<file path="src/sv/dws_pkg.sv">
// ----------------------------------------------------------------------------
// dws_pkg
// Shared constants and types for the double-ended queue with search.
// ----------------------------------------------------------------------------
package dws_pkg;

    localparam int DEPTH   = 16;
    localparam int DATA_W  = 32;
    localparam int OP_W    = 3;
    localparam int STAT_W  = 2;
    localparam int POS_W   = 5;
    localparam int IDX_W   = $clog2(DEPTH);
    localparam int CNT_W   = $clog2(DEPTH + 1);
    localparam int POSX_W  = (CNT_W > POS_W) ? CNT_W : POS_W;

    typedef enum logic [OP_W-1:0] {
        OP_PUSH_FRONT = 3'd0,
        OP_PUSH_REAR  = 3'd1,
        OP_POP_FRONT  = 3'd2,
        OP_POP_REAR   = 3'd3,
        OP_SEARCH     = 3'd4
    } t_op;

    typedef enum logic [STAT_W-1:0] {
        ST_OK       = 2'd0,
        ST_EMPTY    = 2'd1,
        ST_FULL     = 2'd2,
        ST_NOTFOUND = 2'd3
    } t_status;

    typedef enum logic [1:0] {
        CM_HOLD = 2'd0,
        CM_LOAD = 2'd1,
        CM_SHR  = 2'd2,
        CM_SHL  = 2'd3
    } t_cell_mode;

    typedef struct packed {
        t_cell_mode mode;
        logic       tok_run;
    } t_cell_ctrl;

endpackage

</file>
<file path="src/sv/dws_cell.sv">
// ----------------------------------------------------------------------------
// dws_cell
// One storage cell of the queue: holds one entry, shifts toward either
// neighbor, and compares its entry against the search key when the search
// token passes through it.
// ----------------------------------------------------------------------------
module dws_cell (
    input  logic                               i_clk,
    input  logic                               i_rst_n,
    input  dws_pkg::t_cell_ctrl                i_ctrl,
    input  logic signed [dws_pkg::DATA_W-1:0]  i_load_value,
    input  logic signed [dws_pkg::DATA_W-1:0]  i_from_left,
    input  logic signed [dws_pkg::DATA_W-1:0]  i_from_right,
    input  logic                               i_tok,
    input  logic signed [dws_pkg::DATA_W-1:0]  i_key,
    output logic signed [dws_pkg::DATA_W-1:0]  o_data,
    output logic                               o_tok,
    output logic                               o_hit
);
    import dws_pkg::*;

    logic signed [DATA_W-1:0] r_data;
    logic signed [DATA_W-1:0] n_data;
    logic                     r_tok;

    always_comb begin
        case (i_ctrl.mode)
            CM_LOAD: n_data = i_load_value;
            CM_SHR:  n_data = i_from_left;
            CM_SHL:  n_data = i_from_right;
            default: n_data = r_data;
        endcase
    end

    always_ff @(posedge i_clk) begin
        r_data <= n_data;
    end

    always_ff @(posedge i_clk) begin
        if (!i_rst_n) begin
            r_tok <= 1'b0;
        end else begin
            r_tok <= i_ctrl.tok_run & i_tok;
        end
    end

    assign o_data = r_data;
    assign o_tok  = r_tok;
    assign o_hit  = r_tok && (r_data == i_key);

endmodule

</file>
<file path="src/sv/deque_with_search.sv">
// ----------------------------------------------------------------------------
// deque_with_search
// Bounded double-ended queue of signed 32-bit values with linear search.
// ----------------------------------------------------------------------------
// Usage:
//   Input channel  (i_valid / o_ready): i_operation, i_value.
//   Output channel (o_valid / i_ready): o_status, o_popped_value, o_position.
//   Every input transaction gives exactly one output transaction.
//   Entries sit in a row of cells, front at cell 0. A front push or pop
//   moves the whole row one cell; a rear push loads one cell and a rear pop
//   only reads one. Results show in the cycle after the input transaction;
//   while results are taken, such operations can follow in every cycle.
//   A search sends a token down the row, one cell per cycle, each cell
//   comparing its entry with the key. It stops at the first match or, when
//   there is none, at the rear entry. No input is taken during a search.
//   Reset clears the state, the occupancy and the output valid flag; entry
//   contents are not reset. While the receiver stalls, the result is held
//   and o_ready stays low until the result is taken.
// ----------------------------------------------------------------------------
module deque_with_search (
    input  logic                                i_clk,
    input  logic                                i_rst_n,
    input  logic                                i_valid,
    output logic                                o_ready,
    input  logic [dws_pkg::OP_W-1:0]            i_operation,
    input  logic signed [dws_pkg::DATA_W-1:0]   i_value,
    output logic                                o_valid,
    input  logic                                i_ready,
    output logic [dws_pkg::STAT_W-1:0]          o_status,
    output logic signed [dws_pkg::DATA_W-1:0]   o_popped_value,
    output logic [dws_pkg::POS_W-1:0]           o_position
);
    import dws_pkg::*;

    typedef enum logic [1:0] {
        S_IDLE   = 2'b01,
        S_SEARCH = 2'b10
    } t_state;

    t_state                   r_state;
    t_state                   n_state;
    logic [CNT_W-1:0]         r_count;
    logic [CNT_W-1:0]         n_count;
    logic [IDX_W-1:0]         r_idx;
    logic [IDX_W-1:0]         n_idx;
    logic signed [DATA_W-1:0] r_key;

    logic                     r_out_valid;
    logic                     n_out_valid;
    t_status                  r_out_status;
    t_status                  n_out_status;
    logic signed [DATA_W-1:0] r_out_popped;
    logic signed [DATA_W-1:0] n_out_popped;
    logic [POS_W-1:0]         r_out_pos;
    logic [POS_W-1:0]         n_out_pos;

    t_cell_ctrl               w_ctrl [DEPTH];
    logic signed [DATA_W-1:0] w_data [DEPTH];
    logic                     w_tok  [DEPTH];
    logic [DEPTH-1:0]         w_hit;

    logic                     w_accept;
    logic                     w_empty;
    logic                     w_full;
    logic                     w_start;
    logic                     w_any_hit;
    logic                     w_last;
    logic                     w_done;
    logic [IDX_W-1:0]         w_rear_idx;
    logic [POSX_W-1:0]        w_pos_x;
    t_op                      w_op;

    assign w_op       = t_op'(i_operation);
    assign o_ready    = (r_state == S_IDLE) && (!r_out_valid || i_ready);
    assign w_accept   = i_valid && o_ready;
    assign w_empty    = (r_count == '0);
    assign w_full     = (r_count == CNT_W'(DEPTH));
    assign w_start    = w_accept && (w_op == OP_SEARCH) && !w_empty;
    assign w_any_hit  = |w_hit;
    assign w_last     = ((CNT_W'(r_idx) + CNT_W'(1)) == r_count);
    assign w_done     = (r_state == S_SEARCH) && (w_any_hit || w_last);
    assign w_rear_idx = IDX_W'(r_count - CNT_W'(1));
    assign w_pos_x    = POSX_W'(r_idx) + POSX_W'(1);

    always_comb begin
        for (int i = 0; i < DEPTH; i++) begin
            w_ctrl[i].mode    = CM_HOLD;
            w_ctrl[i].tok_run = w_start || ((r_state == S_SEARCH) && !w_done);
            if (w_accept) begin
                case (w_op)
                    OP_PUSH_FRONT: if (!w_full) w_ctrl[i].mode = CM_SHR;
                    OP_PUSH_REAR: begin
                        if (!w_full && (CNT_W'(i) == r_count)) w_ctrl[i].mode = CM_LOAD;
                    end
                    OP_POP_FRONT:  if (!w_empty) w_ctrl[i].mode = CM_SHL;
                    default:       w_ctrl[i].mode = CM_HOLD;
                endcase
            end
        end
    end

    for (genvar g = 0; g < DEPTH; g++) begin : g_cell
        logic signed [DATA_W-1:0] w_left;
        logic signed [DATA_W-1:0] w_right;
        logic                     w_tok_in;

        if (g == 0) begin : g_head
            assign w_left   = i_value;
            assign w_tok_in = w_start;
        end else begin : g_body
            assign w_left   = w_data[g-1];
            assign w_tok_in = w_tok[g-1];
        end

        if (g == DEPTH - 1) begin : g_tail
            assign w_right = '0;
        end else begin : g_mid
            assign w_right = w_data[g+1];
        end

        dws_cell u_cell (
            .i_clk        (i_clk),
            .i_rst_n      (i_rst_n),
            .i_ctrl       (w_ctrl[g]),
            .i_load_value (i_value),
            .i_from_left  (w_left),
            .i_from_right (w_right),
            .i_tok        (w_tok_in),
            .i_key        (r_key),
            .o_data       (w_data[g]),
            .o_tok        (w_tok[g]),
            .o_hit        (w_hit[g])
        );
    end

    always_comb begin
        n_state      = r_state;
        n_count      = r_count;
        n_idx        = r_idx;
        n_out_valid  = r_out_valid && !i_ready;
        n_out_status = r_out_status;
        n_out_popped = r_out_popped;
        n_out_pos    = r_out_pos;

        case (r_state)
            S_IDLE: begin
                if (w_accept) begin
                    n_out_valid  = 1'b1;
                    n_out_status = ST_OK;
                    n_out_popped = '0;
                    n_out_pos    = '0;
                    case (w_op)
                        OP_PUSH_FRONT, OP_PUSH_REAR: begin
                            if (w_full) n_out_status = ST_FULL;
                            else        n_count = r_count + CNT_W'(1);
                        end
                        OP_POP_FRONT: begin
                            if (w_empty) begin
                                n_out_status = ST_EMPTY;
                            end else begin
                                n_out_popped = w_data[0];
                                n_count      = r_count - CNT_W'(1);
                            end
                        end
                        OP_POP_REAR: begin
                            if (w_empty) begin
                                n_out_status = ST_EMPTY;
                            end else begin
                                n_out_popped = w_data[w_rear_idx];
                                n_count      = r_count - CNT_W'(1);
                            end
                        end
                        OP_SEARCH: begin
                            if (w_empty) begin
                                n_out_status = ST_EMPTY;
                            end else begin
                                n_out_valid = 1'b0;
                                n_idx       = '0;
                                n_state     = S_SEARCH;
                            end
                        end
                        default: n_out_status = ST_OK;
                    endcase
                end
            end
            S_SEARCH: begin
                if (w_any_hit) begin
                    n_out_valid  = 1'b1;
                    n_out_status = ST_OK;
                    n_out_popped = '0;
                    n_out_pos    = w_pos_x[POS_W-1:0];
                    n_state      = S_IDLE;
                end else if (w_last) begin
                    n_out_valid  = 1'b1;
                    n_out_status = ST_NOTFOUND;
                    n_out_popped = '0;
                    n_out_pos    = '0;
                    n_state      = S_IDLE;
                end else begin
                    n_idx = r_idx + IDX_W'(1);
                end
            end
            default: n_state = S_IDLE;
        endcase
    end

    always_ff @(posedge i_clk) begin
        if (!i_rst_n) begin
            r_state     <= S_IDLE;
            r_count     <= '0;
            r_out_valid <= 1'b0;
        end else begin
            r_state     <= n_state;
            r_count     <= n_count;
            r_out_valid <= n_out_valid;
        end
    end

    always_ff @(posedge i_clk) begin
        r_idx        <= n_idx;
        r_out_status <= n_out_status;
        r_out_popped <= n_out_popped;
        r_out_pos    <= n_out_pos;
        if (w_start) begin
            r_key <= i_value;
        end
    end

    assign o_valid        = r_out_valid;
    assign o_status       = r_out_status;
    assign o_popped_value = r_out_popped;
    assign o_position     = r_out_pos;

endmodule

</file>
<file path="config.mk">
export PLATFORM = sky130hd
export DESIGN_NAME = deque_with_search
export DESIGN_NICKNAME = d
export VERILOG_FILES = /design/src/sv/dws_pkg.sv /design/src/sv/dws_cell.sv /design/src/sv/deque_with_search.sv
export SDC_FILE = /design/constraint.sdc
export NUM_CORES = 1
export LEC_CHECK = 0
export BUFFER_PORTS_ARGS = -buffer_cell sky130_fd_sc_hd__buf_2
export CORE_ASPECT_RATIO = 1.75
export CORE_MARGIN = 2
export CORE_UTILIZATION = 31
export DETAILED_ROUTE_END_ITERATION = 10
export PLACE_DENSITY_LB_ADDON = 0.05
export SYNTH_ARGS = -nofsm -noshare
export SYNTH_HDL_FRONTEND = slang
export SYNTH_SLANG_ARGS = --single-unit
</file>
<file path="constraint.sdc">
create_clock -name i_clk -period 13.5 [get_ports i_clk]
set_input_delay 0.675 -clock i_clk [delete_from_list [all_inputs] [get_ports i_clk]]
set_output_delay 0.675 -clock i_clk [all_outputs]
set_load 0.1 [all_outputs]
</file>
==> results of run 1 <==
==> stage by stage <==
step	area, sq um	instances	hold WS, ps	util
6_report	41200	4420	204	0.344
3_3_place_gp	38900	4286	467	0.325
4_1_cts	41100	4411	168	0.343
5_1_grt	41200	4412	192	0.343
2_1_floorplan	37500	2908	414	-
3_5_place_dp	38900	4286	465	0.325
==> cell usage after synthesis, drive strengths merged (24+ instances only) <==
cell,instances,area [sq um]
a221o,448,4480
dfxtp,24,480
a22oi,33,248
a31oi,33,206
nor2,62,258
xor2,289,2660
buf,160,1210
clkbuf,145,544
a211oi,32,240
xnor2,235,2060
mux4,128,2890
and2,72,450
nand2,128,480
nor3,24,120
nand4,113,713
a21o,32,240
nor4,142,910
nand3,33,170
edfxtp,587,17600
mux2,32,360
==> area by class of cell <==
cell class | count | area, sq um
Fill cell | 11900 | 78600
Sequential cell | 611 | 18100
Multi-Input combinational cell | 1984 | 17900
Tap cell | 1530 | 1910
Clock buffer | 88 | 1880
Timing Repair Buffer | 153 | 988
Clock inverter | 37 | 357
Inverter | 8 | 30.0
Antenna cell | 9 | 22.5
==> layer usage <==
layer | GRT usage | vias to the layer above | part of all wire
li1 | - | 11700 | -
met1 | 0.396 | 15500 | 0.35
met2 | 0.600 | 1636 | 0.49
met3 | 0.0519 | 365 | 0.059
met4 | 0.275 | 2 | 0.096
met5 | 0 | - | 0.000054
==> flip-flops by register name (all words and copies together) (netlist names) <==
register / cells
g_cell.u_cell.o_data: 512
o_popped_value: 32
r_key: 32
g_cell.u_cell.o_tok: 16
o_position: 5
r_count: 5
r_idx: 4
o_status: 2
r_state: 2
o_valid: 1
==> final timing paths <==
path / startpoint / endpoint / slack [ps] / depth (start not counted)
setup / recovery: r_state[1] / g_cell[0].u_cell.o_data[22] / 8530 / 11
hold / removal: i_value[14] / r_key[14] / 200 / 1
setup reg to reg: r_state[1] / g_cell[0].u_cell.o_data[22] / 8530 / 11
hold reg to reg: g_cell[11].u_cell.o_tok / g_cell[12].u_cell.o_tok / 480 / 2
==> power breakdown <==
group | internal, mW | total, mW | switching, mW | leakage [nW]
Sequential | 2.13 | 2.18 | 0.0486 | 5.54
Combinational | 0.255 | 0.811 | 0.556 | 6.22
Clock | 1.11 | 1.97 | 0.868 | 1.10
Total | 3.49 | 4.96 | 1.47 | 12.9
==> worst max-delay path: cells and delay by family, from the launching register on <==
kind,cells,cell delay [ps]
buf+inv,4,2080
simple gates,5,1540
flops,1,330
fa+ha+maj,1,270
mux,1,410
==> cell families (layout without fill, tap and decap cells) <==
kind of cell,count (synthesis),after routing,synth area share
buffers and inverters,313,286,0.0477
and+or+nand+nor,669,669,0.102
adders and majority gates,9,9,0.00300
xor gates and xnor gates,524,524,0.126
muxes,161,161,0.0869
other,0,9,0
DFF,611,611,0.483
AOI/OAI and AO/OA,621,621,0.152
==> summary.md, run 1 <==
| Metric | Value |
|---|---|
| Crit path kind | reg2reg |
| Setup TNS | 0 ps |
| Max-slew violation count | 0 |
| Vias in the first global route | between 20000 and 30000 |
| DRC errors left | 0 |
| Total track usage | 0.354 |
| Crit end category | register |
| Detail-routed via count per cell | 6.61 |
| Post-cts sizing count | 0 |
| Die extent in x | around 270 um |
| CTS sink cnt | just over 600 |
| First-pass GRT wire length | around 290000 um |
| Status | finished, final reports clean |
| Full die area | around 0.12 sq mm |
| Post-synth ARST share | 0 |
| Worst Path Required | 13920 ps |
| Total gr overflow | 0 |
| CP arrival | between 5000 and 6000 ps |
| Final #Nets | 2875 |
| Syn Inst Count | 2908 |
| Count of cell types in the netlist | between 60 and 70 |
| Pre-CTS setup slack | just over 8000 ps |
| CTS Buffer Depth | 3 |
| Measured slew at the worst slew-check pin | around 1400 ps |
| Detailed Place HPWL | between 150000 and 200000 um |
| Tmin final | ~5000 ps |
| Critical path fanouts, max | 70 |
| Clock Latency Late Sink | roughly 690 ps |
| DRT Wirelength | 221000 um |
| Main synth FF type | edfxtp_1 |
| Clock Skew | around 30 ps |
| Final Hold Vio Count | 0 |
| Leakage | ~13 nW |
| CP dominant cell by count | buf_4 |
| DR iter-0 viols | 3618 |
| Syn nets | 2956 |
| # H-tree levels | 3 |
| Final WS setup | about 8500 ps |
| Largest net degree at the start of global routing | 187 |
| Worst path slowest cell | buf_4 |
| Total chip power | ~5 mW |
| Avg Cell Area, Syn | around 13 sq um |
| Initial Util | 0.313 |
| Mapped cell area | roughly 0.037 sq mm |
| Clock-pin slew on the worst setup and hold paths | roughly 60 ps |
| CP peak stage delay | about 800 ps |
| #FFs+latches synth | 611 |
| Post-DR wirelength/cell | about 50 um |
| Routability Congestion | roughly 1.0 |
| CTS tree | built |
| Cell Chain, Critical Path | inv_1, ha_1, and2_1, nand2_1, nor3b_1, nand2b_4, nor2b_4, buf_4, buf_4, buf_4, mux2_2 |
| Layout cell share with drive strength beyond 1 | 0.167 |
| Die Ht | around 460 um |
| CTS Buf Count | between 60 and 70 |
| Post-synth EDFFs | around 590 |
| Critical path launch point type | register |
| Final Cycle Share | 0.368 |
| Commonest non-fill, non-tap cell in the layout | edfxtp_1 |
| Area grow syn2layout | 9.84% |
| PortBufs | just under 80 |
| Core box area | approximately 0.12 sq mm |
| Vias | slightly below 30000 |
| Hold_buf cts | 0 |
| Routed Antenna Nets | 0 |
| Fmax | a little over 0.2 GHz |
| Most frequent cells in the layout | edfxtp_1 (587), a221o_1 (448), xor2_1 (271) |
| Maximum vdd drop | approximately 0.076 mV |
| Synth Warn # | 0 |
| Setup Fix Bufs, Post-CTS | 0 |
| Relative slew slack | 0.0781 |
| DRT Pass-1 Iters | 8 |
| Final setup fails | 0 |
| RSZ-0062 raised after global routing | no |
| Worst Hold Class | in2reg |
| Row Count | 168 |
| Boundary Pins | 80 |
| Clk root buf | clkbuf_16 |
| PwrDens | about 120 mW/mm^2 |
| Initial antenna violation count | 10 |
| Total of max-cap violations | 0 |
| Register area share after synthesis | 0.483 |
Note: power is estimated with default switching activity, not from simulation.
==> run 2: changes to the inputs <==
Settings changed: ABC_AREA from default to 1.
Clock period 13.5 ns to 5.03 ns, I/O delays scaled along.
==> run 2 against run 1 <==
- sequential power rose to 2.9 times the previous value
- setup slack worse by 7500 ps
- hold slack lost 94 ps
- maximum frequency grew 25%
- sequential share of layout area down 2.5 points
- largest cell class unchanged
- register-to-register slack got worse by 7500 ps
- die area is 3.7% higher
- utilization increased by 0.57 points
- sequential cell count is the same
- first-iteration DRC count rose by 25%
- non-clock buffer count is 82 higher
- power increased to 3.1 times the previous value
==> summary.md, run 2 <==
| Metric | Value |
|---|---|
| Status | finished, final reports clean |
| Setup Fix Bufs, Post-CTS | 0 |
| DRT Wirelength | roughly 220000 um |
| PortBufs | just under 80 |
| Die Ht | between 400 and 500 um |
| DRC errors left | 0 |
| Post-DR wirelength/cell | between 30 and 40 um |
| Sw power | 5.26 mW |
| Clock network power share | 0.379 |
| Register area share after synthesis | 0.466 |
| Post-cts sizing count | 0 |
| Total track usage | 0.344 |
| Routed Antenna Nets | 0 |
| Crit path kind | reg2reg |
| Most frequent cell after synthesis | nand2_1 |
| Fmax | between 0.2 and 0.3 GHz |
| Initial Util | 0.311 |
| Final setup fails | 0 |
| Synth area leader | edfxtp_1 |
| Detailed Place HPWL | 164000 um |
| Crit end category | register |
| Clk root buf | clkbuf_16 |
| #FFs+latches synth | between 600 and 700 |
| Layout cell share with drive strength beyond 1 | 0.0780 |
| Top delay family on crit path | simple AND/OR/NAND/NOR gates |
| Routability Congestion | 0.976 |
| Area grow syn2layout | 12.3% |
| RSZ-0062 raised after global routing | no |
| CP dominant cell by count | nor2_1 |
| Post-synth EDFFs | 587 |
| # H-tree levels | 3 |
| Commonest cells post-synth | nand2_1 (1697), edfxtp_1 (587), o211ai_1 (458) |
| CTS Buf Count | 70 |
| Synth Warn # | 0 |
| Detail-routed via count per cell | 5.71 |
| Max reg flops | just over 500 |
| Area contributors post-synth | edfxtp_1 (45%), nand2_1 (16%), o211ai_1 (8.8%) |
| Maximum vdd drop | 0.258 mV |
| Avg Cell Area, Syn | between 7 and 8 sq um |
| Syn nets | ~5000 |
| Post-synth ARST share | 0 |
| Clock Latency Late Sink | ~700 ps |
| Boundary Pins | 80 |
| Max-slew violation count | 0 |
| DR iter-0 viols | between 4000 and 5000 |
| First-pass GRT wire length | between 300000 and 400000 um |
| Leakage | 15.8 nW |
| Largest net degree at the start of global routing | ~150 |
| Count of cell types in the netlist | 38 |
| Vias | 37700 |
| Total chip power | 15.3 mW |
| DRT Pass-1 Iters | 6 |
| Fin Hold WS | ~110 ps |
| CTS sink cnt | 611 |
| Hold_buf cts | 34 |
| Clock Skew | about 25 ps |
| Initial antenna violation count | 12 |
| Final Cycle Share | 0.793 |
| WP buf/inv | 3 |
| Mapped cell area | ~0.04 sq mm |
| Relative slew slack | 0.0259 |
| Tmin final | around 4000 ps |
| Total gr overflow | 0 |
| Measured slew at the worst slew-check pin | between 1000 and 1500 ps |
| Row Count | approximately 170 |
| CTS tree | built |
| Critical path launch point type | register |
| Switch share | 0.345 |
| Worst Path Required | between 5000 and 6000 ps |
| Vias in the first global route | about 37000 |
| Core box area | between 0.1 and 0.15 sq mm |
| Pre-CTS setup slack | between 1000 and 1500 ps |
| Synth top area share | 0.453 |
| Internal power | between 10 and 15 mW |
| Final #Nets | between 4000 and 5000 |
| Most frequent cells in the layout | nand2_1 (1685), edfxtp_1 (587), o211ai_1 (458) |
| Full die area | roughly 0.13 sq mm |
| PwrDens | roughly 350 mW/mm^2 |
| Worst path slowest cell | edfxtp_1 |
| Cell Chain, Critical Path | inv_2, o21ai_0, nor2_1, nand2_1, nor2_1, nand3_1, nor2_1, nor2_1, nand2_1, nor2_2, nand3_4, nand2_1, inv_2, buf_12 |
| Clock-pin slew on the worst setup and hold paths | 70 ps |
| CP peak stage delay | 1170 ps |
| Combinational share of power | 0.214 |
| Total of max-cap violations | 0 |
| Final WS setup | approximately 1000 ps |
| CP arrival | 4420 ps |
| Final core utilization | 0.349 |
| Filler instances | approximately 13000 |
| Reg power frac | 0.408 |
| Commonest non-fill, non-tap cell in the layout | nand2_1 |
| Main synth FF type | edfxtp_1 |
| Critical path fanouts, max | 39 |
| Worst Hold Class | in2reg |
| Final Hold Vio Count | 0 |
| CTS Buffer Depth | 3 |
| Setup TNS | 0 ps |
| Die extent in x | ~270 um |
| Syn Inst Count | just under 5000 |
==> run 2: cell count changes after synthesis, sizes merged, moves of 230 or more <==
| cell | previous run | this run |
|---|---|---|
| a221o | 448 | 0 |
| inv | 8 | 358 |
| nand2 | 128 | 1700 |
| nand3 | 33 | 377 |
| nor2 | 62 | 292 |
| o211ai | 1 | 458 |
| o21ai | 16 | 376 |
| xor2 | 289 | 48 |
==> run 2: path summary, 6_finish.rpt <==
kind	start	endpoint	slack, ps	depth (start not counted)
setup / recovery	r_key[0]	o_popped_value[21]	1040	14
hold / removal	i_operation[1]	o_status[1]	110	3
setup reg to reg	r_key[0]	o_popped_value[21]	1040	14
hold reg to reg	g_cell[5].u_cell.o_tok	g_cell[6].u_cell.o_tok	440	2
==> run 2: area by class of cell <==
cell class | count | area, sq um | share of cell area
Multi-Input combinational cell | 3615 | 17800 | 0.408
Clock buffer | 90 | 1960 | 0.0449
Timing Repair Buffer | 235 | 1880 | 0.0430
Sequential cell | 611 | 18100 | 0.415
Tap cell | 1653 | 2070 | 0.0473
Antenna cell | 5 | 12.5 | 0.000286
Clock inverter | 40 | 473 | 0.0108
Inverter | 358 | 1370 | 0.0314
==> run 2: cells by family after synthesis <==
| kind of cell | after synthesis | share of synthesized area |
|---|---|---|
| and+or+nand+nor | 2408 | 0.249 |
| AOI/OAI and AO/OA | 1038 | 0.167 |
| buffers and inverters | 701 | 0.0800 |
| DFF | 611 | 0.466 |
| xor gates and xnor gates | 160 | 0.0360 |
| adders and majority gates | 9 | 0.00290 |
==> run 2: worst register-to-register path, cell delays in order (launching register included) <==
cell,delay [ps]
edfxtp_1,1170
inv_2,490
o21ai_0,310
nor2_1,80
nand2_1,90
nor2_1,50
nand3_1,250
nor2_1,170
nor2_1,190
nand2_1,100
nor2_2,310
nand3_4,150
nand2_1,100
inv_2,50
buf_12,170
==> run 2: per-layer routing <==
metal | vias to the layer above | GRT usage | wire length [um]
met2 | 1780 | 0.557 | 105000
li1 | 16700 | - | -
met5 | - | 0 | 54
met4 | 8 | 0.305 | 23800
met3 | 511 | 0.0460 | 12800
met1 | 18700 | 0.396 | 83200
==> run 2: through the flow <==
stage,std cells,area (sq um)
final,6607,43700
after detailed placement,6438,40900
after global placement,6438,40900
after CTS,6602,43700
after global routing,6603,43700
after floorplan,4927,38900
==> run 2: power by group through the flow <==
stage	clock, mW	combinational, mW	sequential [mW]
detailed placement	0	3.16	6.32
floorplan	0	1.56	6.42
CTS	5.87	3.19	6.21
global route	6.01	3.40	6.24
finish	5.78	3.26	6.22
global placement	0	3.16	6.32
